==> config.mk <==
export PLATFORM = sky130hd
export DESIGN_NAME = prefix_expression_stack_evaluator
export DESIGN_NICKNAME = d
export VERILOG_FILES = /design/src/rtl/core/pese_pkg.sv /design/src/rtl/core/pese_ram.sv /design/src/rtl/core/pese_div.sv /design/src/rtl/core/pese_dpath.sv /design/src/rtl/core/pese_ctrl.sv /design/src/rtl/core/prefix_expression_stack_evaluator.sv
export VERILOG_INCLUDE_DIRS = /design/src /design/src/rtl/core
export SDC_FILE = /design/constraint.sdc
export NUM_CORES = 2
export LEC_CHECK = 0
export BUFFER_PORTS_ARGS = -buffer_cell sky130_fd_sc_hd__buf_4
export CELL_PAD_IN_SITES_DETAIL_PLACEMENT = 0
export CELL_PAD_IN_SITES_GLOBAL_PLACEMENT = 2
export CORE_AREA = 2 2 358 360
export CTS_BUF_LIST = sky130_fd_sc_hd__clkbuf_8
export CTS_CLUSTER_DIAMETER = 150
export DETAILED_ROUTE_END_ITERATION = 8
export DIE_AREA = 0 0 360 362
export HOLD_SLACK_MARGIN = 0.05
export PLACE_DENSITY_LB_ADDON = 0.1
export SYNTH_ARGS = -nofsm -noshare
export SYNTH_HDL_FRONTEND = slang
export SYNTH_HIERARCHICAL = 1
export SYNTH_SLANG_ARGS = --single-unit
==> constraint.sdc <==
create_clock -name clk -period 20.1 [get_ports clk]
set_input_delay 4.02 -clock clk [delete_from_list [all_inputs] [get_ports clk]]
set_output_delay 4.02 -clock clk [all_outputs]
set_load 0.1 [all_outputs]
==> src/rtl/core/assert_macros.svh <==
// ----------------------------------------------------------------------------
// assert_macros.svh
// shared concurrent assertion macros, clocked on clk, disabled in reset
// ----------------------------------------------------------------------------
`ifndef ASSERT_MACROS_SVH
`define ASSERT_MACROS_SVH

// same-cycle implication
`define ASSERT_IMPL(lbl, ante, cons, msg) \
  lbl: assert property (@(posedge clk) disable iff (!rst_n) (ante) |-> (cons)) \
    else $error(msg);

// next-cycle implication
`define ASSERT_NEXT(lbl, ante, cons, msg) \
  lbl: assert property (@(posedge clk) disable iff (!rst_n) (ante) |=> (cons)) \
    else $error(msg);

`endif

==> src/rtl/core/pese_pkg.sv <==
// ----------------------------------------------------------------------------
// pese_pkg
// types, codes and constants of the prefix expression stack evaluator
// ----------------------------------------------------------------------------
`timescale 1ns / 1ps

package pese_pkg;

  localparam int DATA_W           = 32;
  localparam int PESE_STACK_DEPTH = 16;

  localparam logic [2:0] OP_OPERAND = 3'd0;
  localparam logic [2:0] OP_ADD     = 3'd1;
  localparam logic [2:0] OP_SUB     = 3'd2;
  localparam logic [2:0] OP_MUL     = 3'd3;
  localparam logic [2:0] OP_DIV     = 3'd4;
  localparam logic [2:0] OP_INVALID = 3'd5;
  localparam logic [2:0] OP_END     = 3'd6;

  localparam logic [2:0] ST_OK        = 3'd0;
  localparam logic [2:0] ST_EMPTY     = 3'd1;
  localparam logic [2:0] ST_LEFTOVER  = 3'd2;
  localparam logic [2:0] ST_UNDERFLOW = 3'd3;
  localparam logic [2:0] ST_INVALID   = 3'd4;
  localparam logic [2:0] ST_DIVZERO   = 3'd5;
  localparam logic [2:0] ST_OVERFLOW  = 3'd6;

  typedef struct packed {
    logic [2:0]  opcode;
    logic [30:0] operand_value;
  } pese_in_t;

  typedef struct packed {
    logic signed [31:0] result_value;
    logic [2:0]         status;
  } pese_out_t;

  // controller to datapath
  typedef struct packed {
    logic       push;
    logic       rd;
    logic       alu_wr;
    logic [2:0] alu_op;
    logic       div_start;
    logic       div_wr;
    logic       set_err;
    logic [2:0] err_code;
    logic       finish;
  } pese_cmd_t;

  // datapath to controller
  typedef struct packed {
    logic full;
    logic lt2;
    logic err_set;
    logic rhs_zero;
    logic div_done;
    logic out_busy;
  } pese_stat_t;

endpackage

==> src/rtl/core/pese_ram.sv <==
// ----------------------------------------------------------------------------
// pese_ram
// generic single-write, single-read memory with registered read data
// ----------------------------------------------------------------------------
`timescale 1ns / 1ps

module pese_ram #(
  parameter int WIDTH  = 32,
  parameter int DEPTH  = 16,
  parameter int ADDR_W = (DEPTH > 1) ? $clog2(DEPTH) : 1
) (
  input  logic              clk,
  input  logic              we,
  input  logic [ADDR_W-1:0] waddr,
  input  logic [WIDTH-1:0]  wdata,
  input  logic              re,
  input  logic [ADDR_W-1:0] raddr,
  output logic [WIDTH-1:0]  rdata
);

  logic [WIDTH-1:0] mem [DEPTH];
  logic [WIDTH-1:0] rdata_r;

  always_ff @(posedge clk) begin
    if (we) begin
      mem[waddr] <= wdata;
    end
    if (re) begin
      rdata_r <= mem[raddr];
    end
  end

  assign rdata = rdata_r;

endmodule

==> src/rtl/core/pese_div.sv <==
// ----------------------------------------------------------------------------
// pese_div
// iterative signed divider, one quotient bit per cycle, truncating
// ----------------------------------------------------------------------------
`timescale 1ns / 1ps

module pese_div import pese_pkg::*; (
  input  logic              clk,
  input  logic              rst_n,
  input  logic              start,
  input  logic [DATA_W-1:0] dividend,
  input  logic [DATA_W-1:0] divisor,
  output logic              done,
  output logic [DATA_W-1:0] quotient
);

  localparam int CNT_W = $clog2(DATA_W);

  logic              busy_r, busy_nxt;
  logic              done_r, done_nxt;
  logic [CNT_W-1:0]  cnt_r, cnt_nxt;
  logic [DATA_W-1:0] rem_r, rem_nxt;
  logic [DATA_W-1:0] quo_r, quo_nxt;
  logic [DATA_W-1:0] div_r, div_nxt;
  logic              neg_r, neg_nxt;

  logic [DATA_W:0]   shifted;
  logic [DATA_W:0]   diff;
  logic              ge;

  assign shifted = {rem_r, quo_r[DATA_W-1]};
  assign ge      = shifted >= {1'b0, div_r};
  assign diff    = shifted - {1'b0, div_r};

  always_comb begin
    busy_nxt = busy_r;
    done_nxt = 1'b0;
    cnt_nxt  = cnt_r;
    rem_nxt  = rem_r;
    quo_nxt  = quo_r;
    div_nxt  = div_r;
    neg_nxt  = neg_r;
    if (start) begin
      busy_nxt = 1'b1;
      cnt_nxt  = '0;
      rem_nxt  = '0;
      quo_nxt  = dividend[DATA_W-1] ? (~dividend + DATA_W'(1)) : dividend;
      div_nxt  = divisor[DATA_W-1] ? (~divisor + DATA_W'(1)) : divisor;
      neg_nxt  = dividend[DATA_W-1] ^ divisor[DATA_W-1];
    end else if (busy_r) begin
      rem_nxt = ge ? diff[DATA_W-1:0] : shifted[DATA_W-1:0];
      quo_nxt = {quo_r[DATA_W-2:0], ge};
      cnt_nxt = cnt_r + CNT_W'(1);
      if (cnt_r == CNT_W'(DATA_W - 1)) begin
        busy_nxt = 1'b0;
        done_nxt = 1'b1;
      end
    end
  end

  always_ff @(posedge clk) begin
    if (!rst_n) begin
      busy_r <= 1'b0;
      done_r <= 1'b0;
      cnt_r  <= '0;
    end else begin
      busy_r <= busy_nxt;
      done_r <= done_nxt;
      cnt_r  <= cnt_nxt;
    end
    rem_r <= rem_nxt;
    quo_r <= quo_nxt;
    div_r <= div_nxt;
    neg_r <= neg_nxt;
  end

  assign done     = done_r;
  assign quotient = neg_r ? (~quo_r + DATA_W'(1)) : quo_r;

endmodule

==> src/rtl/core/pese_dpath.sv <==
// ----------------------------------------------------------------------------
// pese_dpath
// operand stack, top-of-stack register, alu, divider and result register
// ----------------------------------------------------------------------------
`timescale 1ns / 1ps

module pese_dpath import pese_pkg::*; #(
  parameter int STACK_DEPTH = PESE_STACK_DEPTH
) (
  input  logic        clk,
  input  logic        rst_n,
  input  pese_cmd_t   cmd,
  input  logic [30:0] operand_value,
  input  logic        out_stall,
  output pese_stat_t  stat,
  output logic        out_valid,
  output pese_out_t   out_data
);

  localparam int CW = $clog2(STACK_DEPTH + 1);
  localparam int AW = (STACK_DEPTH > 1) ? $clog2(STACK_DEPTH) : 1;

  logic [CW-1:0]     count_r, count_nxt;
  logic [2:0]        err_r, err_nxt;
  logic [DATA_W-1:0] tos_r, tos_nxt;
  logic              out_valid_r, out_valid_nxt;
  pese_out_t         out_data_r, out_data_nxt;

  logic [CW-1:0]     cnt_m1;
  logic [CW-1:0]     cnt_m2;
  logic [DATA_W-1:0] rhs;
  logic [DATA_W-1:0] alu_res;
  logic [DATA_W-1:0] div_q;
  logic              div_done;

  assign cnt_m1 = count_r - CW'(1);
  assign cnt_m2 = count_r - CW'(2);

  pese_ram #(
    .WIDTH (DATA_W),
    .DEPTH (STACK_DEPTH),
    .ADDR_W(AW)
  ) u_stack (
    .clk  (clk),
    .we   (cmd.push && (count_r != '0)),
    .waddr(cnt_m1[AW-1:0]),
    .wdata(tos_r),
    .re   (cmd.rd),
    .raddr(cnt_m2[AW-1:0]),
    .rdata(rhs)
  );

  pese_div u_div (
    .clk     (clk),
    .rst_n   (rst_n),
    .start   (cmd.div_start),
    .dividend(tos_r),
    .divisor (rhs),
    .done    (div_done),
    .quotient(div_q)
  );

  always_comb begin
    case (cmd.alu_op)
      OP_ADD:  alu_res = tos_r + rhs;
      OP_SUB:  alu_res = tos_r - rhs;
      default: alu_res = tos_r * rhs;
    endcase
  end

  always_comb begin
    count_nxt     = count_r;
    err_nxt       = err_r;
    tos_nxt       = tos_r;
    out_valid_nxt = out_valid_r && out_stall;
    out_data_nxt  = out_data_r;
    if (cmd.push) begin
      tos_nxt   = {1'b0, operand_value};
      count_nxt = count_r + CW'(1);
    end
    if (cmd.alu_wr) begin
      tos_nxt   = alu_res;
      count_nxt = cnt_m1;
    end
    if (cmd.div_wr) begin
      tos_nxt   = div_q;
      count_nxt = cnt_m1;
    end
    if (cmd.set_err) begin
      err_nxt = cmd.err_code;
    end
    if (cmd.finish) begin
      out_valid_nxt             = 1'b1;
      out_data_nxt.result_value = '0;
      if (err_r != ST_OK) begin
        out_data_nxt.status = err_r;
      end else if (count_r == '0) begin
        out_data_nxt.status = ST_EMPTY;
      end else if (count_r != CW'(1)) begin
        out_data_nxt.status = ST_LEFTOVER;
      end else begin
        out_data_nxt.status       = ST_OK;
        out_data_nxt.result_value = tos_r;
      end
      count_nxt = '0;
      err_nxt   = ST_OK;
    end
  end

  always_ff @(posedge clk) begin
    if (!rst_n) begin
      count_r     <= '0;
      err_r       <= ST_OK;
      out_valid_r <= 1'b0;
    end else begin
      count_r     <= count_nxt;
      err_r       <= err_nxt;
      out_valid_r <= out_valid_nxt;
    end
    tos_r      <= tos_nxt;
    out_data_r <= out_data_nxt;
  end

  assign stat.full     = count_r == CW'(STACK_DEPTH);
  assign stat.lt2      = count_r < CW'(2);
  assign stat.err_set  = err_r != ST_OK;
  assign stat.rhs_zero = rhs == '0;
  assign stat.div_done = div_done;
  assign stat.out_busy = out_valid_r && out_stall;

  assign out_valid = out_valid_r;
  assign out_data  = out_data_r;

endmodule

==> src/rtl/core/pese_ctrl.sv <==
// ----------------------------------------------------------------------------
// pese_ctrl
// token sequencer: decodes each transfer and steps the datapath
// ----------------------------------------------------------------------------
`timescale 1ns / 1ps

module pese_ctrl import pese_pkg::*; (
  input  logic       clk,
  input  logic       rst_n,
  input  logic       in_valid,
  input  logic [2:0] opcode,
  input  pese_stat_t stat,
  output logic       in_stall,
  output pese_cmd_t  cmd
);

  typedef enum logic [2:0] {
    S_IDLE = 3'b001,
    S_EXEC = 3'b010,
    S_DIV  = 3'b100
  } state_t;

  state_t     state_r, state_nxt;
  logic [2:0] op_r, op_nxt;
  logic       accept;

  assign in_stall = (state_r != S_IDLE) || stat.out_busy;
  assign accept   = in_valid && !in_stall;

  always_comb begin
    state_nxt = state_r;
    op_nxt    = op_r;
    cmd       = '0;
    cmd.alu_op = op_r;
    unique case (state_r)
      S_IDLE: begin
        if (accept) begin
          if (opcode == OP_END) begin
            cmd.finish = 1'b1;
          end else if (!stat.err_set) begin
            case (opcode) inside
              OP_OPERAND: begin
                if (stat.full) begin
                  cmd.set_err  = 1'b1;
                  cmd.err_code = ST_OVERFLOW;
                end else begin
                  cmd.push = 1'b1;
                end
              end
              OP_ADD, OP_SUB, OP_MUL, OP_DIV: begin
                if (stat.lt2) begin
                  cmd.set_err  = 1'b1;
                  cmd.err_code = ST_UNDERFLOW;
                end else begin
                  cmd.rd    = 1'b1;
                  op_nxt    = opcode;
                  state_nxt = S_EXEC;
                end
              end
              default: begin
                cmd.set_err  = 1'b1;
                cmd.err_code = ST_INVALID;
              end
            endcase
          end
        end
      end
      S_EXEC: begin
        if (op_r == OP_DIV) begin
          if (stat.rhs_zero) begin
            cmd.set_err  = 1'b1;
            cmd.err_code = ST_DIVZERO;
            state_nxt    = S_IDLE;
          end else begin
            cmd.div_start = 1'b1;
            state_nxt     = S_DIV;
          end
        end else begin
          cmd.alu_wr = 1'b1;
          state_nxt  = S_IDLE;
        end
      end
      S_DIV: begin
        if (stat.div_done) begin
          cmd.div_wr = 1'b1;
          state_nxt  = S_IDLE;
        end
      end
      default: begin
        state_nxt = S_IDLE;
      end
    endcase
  end

  always_ff @(posedge clk) begin
    if (!rst_n) begin
      state_r <= S_IDLE;
    end else begin
      state_r <= state_nxt;
    end
    op_r <= op_nxt;
  end

endmodule

==> src/rtl/core/prefix_expression_stack_evaluator.sv <==
// ----------------------------------------------------------------------------
// prefix_expression_stack_evaluator
// evaluates prefix expression tokens, fed right to left, on an operand stack
//
//   channel  direction  handshake            payload
//   in_      input      in_valid/in_stall    pese_in_t  (opcode, operand_value)
//   out_     output     out_valid/out_stall  pese_out_t (result_value, status)
//
// operand, end, error and ignored tokens: taken in the idle state
// add, subtract, multiply: stack memory read, then alu
// divide: stack memory read, zero check, then the one-bit-per-cycle divider (32 steps)
// synchronous active-low reset clears count, error and handshake state
// a held result blocks new input only while out_stall is high
// ----------------------------------------------------------------------------
`timescale 1ns / 1ps
`include "assert_macros.svh"

module prefix_expression_stack_evaluator import pese_pkg::*; #(
  parameter int STACK_DEPTH = PESE_STACK_DEPTH
) (
  input  logic      clk,
  input  logic      rst_n,
  input  logic      in_valid,
  output logic      in_stall,
  input  pese_in_t  in_data,
  output logic      out_valid,
  input  logic      out_stall,
  output pese_out_t out_data
);

  pese_cmd_t  cmd;
  pese_stat_t stat;
  logic       in_end_xfer;

  pese_ctrl u_ctrl (
    .clk     (clk),
    .rst_n   (rst_n),
    .in_valid(in_valid),
    .opcode  (in_data.opcode),
    .stat    (stat),
    .in_stall(in_stall),
    .cmd     (cmd)
  );

  pese_dpath #(
    .STACK_DEPTH(STACK_DEPTH)
  ) u_dpath (
    .clk          (clk),
    .rst_n        (rst_n),
    .cmd          (cmd),
    .operand_value(in_data.operand_value),
    .out_stall    (out_stall),
    .stat         (stat),
    .out_valid    (out_valid),
    .out_data     (out_data)
  );

  assign in_end_xfer = in_valid && !in_stall && (in_data.opcode == OP_END);

  // end token transfer always produces a result next cycle
  `ASSERT_NEXT(a_end_gives_out, in_end_xfer, out_valid, "end token without result")
  // a new result only follows an end token transfer
  `ASSERT_IMPL(a_out_from_end, $rose(out_valid), $past(in_end_xfer), "result without end token")
  // operator in flight holds off input
  `ASSERT_NEXT(a_busy_stalls, cmd.rd || cmd.div_start, in_stall, "input accepted during operator")

endmodule

# Word-level counts from Yosys, hierarchy flattened
# Memories as Yosys holds them, arrays and structs flattened. A register that Yosys moved wholly into a read port is not among the register bits.
# Cells that the tools add are included.
# Widths: inputs -> output; s select.
# word_totals
register_bits	186
inputBits	38
word_cells	142
output_inout_bits	37
mem_bits_rw	512
memories	1
# memory_table
name	words	word_bits	read_ports	rd_clocked_by_memory_dff	write_ports	line_no	source
u_dpath.u_stack.mem	16	32	1	1	1	pese_ram.sv:21	logic [WIDTH-1:0] mem [DEPTH];
# op_classes
addsub	10
n_mux	61
n_lt_le_gt_ge	2
n_eq_ne	22
n_bitwise	10
n_mul	1
reduce_logical	19
# op_table
cell	count
$mux 32	8
$add 32x1->32 const B	3
$not 32->32	3
$pmux 32 s2	1
$sub 32x32->32	2
$ge 33x32->1	1
$mux 3	11
$add 32x32->32	1
$logic_not 32->1	1
$mul 32x32->32	1
$mux 4	8
$mux 31	1
$mux 1	21
$mux 5	4
$reduce_and 7->1	2
$eq 3x2->1 const B	4
$eq 3x3->1 const B	4
$add 5x1->5 const B	2
$eq 5x5->1 const B	2
$mux 2	5
$ne 2x2->1 const B	5
$eq 3x1->1 const B	3
$pmux 3 s3	1
$pmux 4 s2	1
19 further kinds	30

# Logic depth before layout (Yosys ltp)
# logic_depth
ltp_word	11
mapped_depth	27
ltp_nobuf	25

# Cells and area by module
# The synthesis kept the hierarchy.
# modules_own_cells
module	n_inst	area_each_um2	seq_area_each_um2	cells_each
pese_dpath	1	21832.2	2192.1	2429
pese_ram	1	20155.6	16335.7	838
pese_div	1	7707.4	2732.6	869
pese_ctrl	1	496.7	150.1	51

# Worst setup path after synthesis
# OpenSTA, ideal clock, no wires.
# synth_path
kind	input-to-output
startpoint	in out_stall
endpoint	out in_stall
arrival_time_ns	4.787
path_slack_ns	11.293
required_ns	16.080
stages	3
cell_sequence	and2_1 > nor4b_4 > inv_2
# synth_via
elab_chain_cells	2
# synth_rtl
element	line_no	source
from (decl)	prefix_expression_stack_evaluator.sv:27	input logic out_stall,
$logic_and 1x1->1	pese_dpath.sv:129	assign stat.out_busy = out_valid_r && out_stall;
$logic_or 1x1->1	pese_ctrl.sv:27	assign in_stall = (state_r != S_IDLE) || stat.out_busy;
to (decl)	prefix_expression_stack_evaluator.sv:24	output logic in_stall,
# No other way between the ends.

==> impl_metrics.py <==
metrics = {
    "run_status": {
        "status": "finished, final reports clean",
    },
    "sta": {
        "fin_crit_sh_pct": 44.6,
        "setup-tns-final_ns": 0,
        "worstMarginPinSlew_ns": 1.07,
        "setup_viol": 0,
        "rsz0062_at_grt": "false",
        "finalMaxSlewViolations": 0,
        "clock.fmax_mhz": 112,
        "maxSlewHeadroom_pct": 28.4,
        "fin_crit_ns": 8.96,
        "final_hold_viol_count": 0,
        "finalClockSkew_ns": 0.0469,
        "layout_setup_ws_ns": 11.14,
    },
    "yosys": {
        "synth_top_area_cell": "edfxtp_1",
        "synthDistinctLibCells": 90,
        "synth_area_um2": 50200,
        "netlist_top_cells_area": "edfxtp_1 41%, fa_1 16%, mux4_2 5.7%",
        "ys_warn_count": 6,
        "synth_top_area_share_pct": 40.6,
        "synthMuxAreaShare_pct": 6.60,
        "synth_edf_count": 679,
        "synth_xor_area_share_pct": 4.67,
        "synth_flop_cell": "edfxtp_1",
        "synth_nets": 4835,
        "syn_area_per_cell_um2": 12.0,
        "ys_seq_elements": 730,
        "yosysMostFrequentCell": "edfxtp_1",
        "yosys.area_share.simple_pct": 11.9,
        "synth_commonest_cells": "679 x edfxtp_1, 445 x inv_1, 410 x fa_1, 390 x nand2_1, 345 x and2_1",
        "ys_seq_area_share_pct": 42.7,
        "synthArstFlopShare_pct": 0,
        "synth-compound-area-share_pct": 7.69,
        "synth_top_family_by_area": "adder cells",
        "synth_fa_ha_area_share_pct": 21.3,
        "netlist_instances": 4187,
    },
    "final_layout": {
        "multi_input_area_um2": 26300,
        "layout-drive-gt1-share_pct": 12.7,
        "seq_area_um2": 21400,
        "fin_util_pct": 43.7,
        "areaGrowthSynthToFinish_pct": 10.4,
        "final_nets": 4922,
        "design_area_um2": 55400,
        "finalNonFillerCells": 6038,
        "fillers": 11936,
    },
    "global_route": {
        "grt_pass1_wl_mm": 228,
        "antenna_found_initial": 20,
        "met3_usage_pct": 4.45,
        "grt_max_degree": 80,
        "use_met1_pct": 31.0,
        "overflow": 0,
        "met2_usage_pct": 40.9,
        "grt_busiest_layer": "met2",
        "track_usage_pct": 24.0,
        "grt_pass1_vias": 34492,
    },
    "floorplan": {
        "core_um2": 127000,
        "pin_count": 75,
        "start_util_pct": 39.6,
        "dieArea_um2": 130000,
        "die_y_um": 362,
        "fp.dieW_um": 360,
        "rows": 131,
    },
    "placed_design": {
        "dpl.cell_count": 5804,
        "hpwl_mm": 102,
        "gp_congestion": 0.839,
        "placed_cell_area_um2": 52900,
        "portBuffers": 74,
        "dp_slack_ns": 11.12,
    },
    "worst_setup_path": {
        "critPathRequiredTime_ns": 16.08,
        "cp-endpoint": "in_stall",
        "crit_top_cell": "buf_4",
        "endpoint_kind": "output pin",
        "worstRegToRegCells": 24,
        "path_cells": "buf_4, and2_1, nor4b_4, inv_2, buf_4",
        "cpPeakStageDelay_ns": 0.33,
        "startpoint": "out_stall",
        "cp-start-kind": "input port",
        "crit_fanout": 3,
        "critical_path_class": "in -> out",
        "cp_top_family": "simple AND/OR/NAND/NOR gates",
        "cp.depth": 5,
        "rrSetupSlack_ns": 11.61,
        "crit_buf_inv": 3,
        "cp.arrival_ns": 4.94,
        "r2r-start": "u_dpath/tos_r[10]",
        "slowest_stage": "nor4b_4",
        "rr_endpoint": "u_dpath/tos_r[31]",
    },
    "power": {
        "pwr_density_cell_nw_per_um2": 80.5,
        "swShare_pct": 34.5,
        "combPwrFrac_pct": 32.8,
        "p_leak_nw": 21.6,
        "p_int_mw": 2.92,
        "irDropWorstVdd_mv": 0.0815,
        "seqPwrFrac_pct": 37.1,
        "switching_power_mw": 1.54,
        "p_clk_share_pct": 30.1,
    },
    "clock_tree": {
        "cts.htree.levels": 4,
        "hold_buffers": 0,
        "cts_resized": 0,
        "post-cts-setup-buffer-count": 0,
        "clockRootBuffer": "clkbuf_8",
        "clock_sinks": 730,
        "clk_pin_slew_worst_paths_ns": 0.06,
        "clockBufferDepth": 3,
        "tritoncts": "done",
        "numCtsBuffers": 130,
        "clkLatencyLatePin_ns": 0.88,
    },
    "routing": {
        "drt_pass1_iterations": 5,
        "final_antenna_net_count": 0,
        "drc": 0,
        "via_count": 32686,
        "drt_iter0_markers": 2461,
        "drt-vias-per-instance": 5.41,
        "wirelength_mm": 154,
        "wire_per_inst_um": 25.4,
    },
    "worst_hold_path": {
        "hp-class": "reg -> reg",
    },
    "job": {
        "drv_cap": 0,
    },
}
-- worst min-delay path by stage --
stage                             from                       to  slack, ns  cells past startpoint
3_5_place_dp   u_dpath/u_div/rem_r[22]  u_dpath/u_div/rem_r[22]       0.50                      2
4_1_cts        u_dpath/u_div/rem_r[11]  u_dpath/u_div/rem_r[11]       0.51                      2
5_1_grt        u_dpath/u_div/rem_r[10]  u_dpath/u_div/rem_r[10]       0.52                      2
6_report       u_dpath/u_div/rem_r[12]  u_dpath/u_div/rem_r[12]       0.51                      2
2_1_floorplan   u_dpath/u_div/cnt_r[4]   u_dpath/u_div/cnt_r[4]       0.47                      2
3_3_place_gp    u_dpath/u_div/cnt_r[4]   u_dpath/u_div/cnt_r[4]       0.49                      2
-- state kept, by name, summed over array words and instances, names as in the netlist --
| register | flops |
|---|---|
| u_dpath/err_r | 3 |
| u_dpath/u_div/quo_r | 32 |
| u_dpath/u_stack/mem | 512 |
| u_ctrl/op_r | 3 |
| u_dpath/count_r | 5 |
| u_dpath/u_div/cnt_r | 5 |
| u_dpath/u_div/rem_r | 32 |
| u_dpath/tos_r | 32 |
| u_dpath/u_div/div_r | 32 |
| u_dpath/u_div/done | 1 |
| u_dpath/u_stack/rdata | 32 |
| u_dpath/out_data | 35 |
| u_dpath/u_div/busy_r | 1 |
| u_dpath/out_valid | 1 |
| u_dpath/u_div/neg_r | 1 |
| u_ctrl/state_r | 3 |
-- metrics by stage --
stage               hold slack (ns)  power, mW
floorplan                     0.467       2.68
global placement              0.485       3.16
detailed placement            0.500       3.15
CTS                           0.509       4.53
global route                  0.519       4.71
finish                        0.507       4.46
-- cell usage in the layout, fill, tap and decap left out, drive strengths merged, types with 24 or more instances in the layout --
cell type and instances:
o21ai 122, xor2 96, a211oi 34, nand2b 24
dfxtp 51, edfxtp 679, xnor2 171, mux4 128
nand2 391, o31ai 39, or3 28, a21o 46
and2 345, fa 410, clkinv 42, nor2 158
mux2i 36, ha 200, nand3 24, nor3 38
buf 185, a21oi 133, clkbuf 132, inv 496
a22oi 70
-- power groups by stage --
| stage | Clock [mW] | Combinational, mW | Sequential [mW] |
|---|---|---|---|
| after floorplan | 0 | 0.983 | 1.70 |
| after CTS | 1.39 | 1.49 | 1.65 |
| after global routing | 1.45 | 1.61 | 1.65 |
| after global placement | 0 | 1.47 | 1.68 |
| after detailed placement | 0 | 1.46 | 1.68 |
| final | 1.34 | 1.46 | 1.65 |
-- final cells by class --
type                    count  share of cell area [%]
diodes                      2                 0.00904
clock buffers             132                    3.28
clock inverters           100                    1.21
inverters                 446                    3.03
multi-input cells        2781                    47.5
flip-flops and latches    730                    38.7
well taps                1662                    3.75
repair buffers            185                    2.51
-- logic make-up after synthesis --
group | after synthesis
and+or+nand+nor | 1148
muxes | 170
DFF | 730
adders and majority gates | 610
AOI/OAI and AO/OA | 586
xor gates and xnor gates | 267
buffers and inverters | 676
-- routing by layer --
| layer | vias up | wire, um |
|---|---|---|
| met5 | - | 0 |
| met4 | 0 | 3970 |
| met3 | 188 | 8550 |
| met2 | 802 | 75900 |
| met1 | 16968 | 65200 |
| li1 | 14728 | - |
-- tightest hold or removal path: cells and delay by family, from the launching register on --
kind            cells  cell delay [ns]
compound gates      1             0.05
flops               1             0.32
simple gates        1             0.09
No activity file was read; power rests on OpenSTA's default activity.
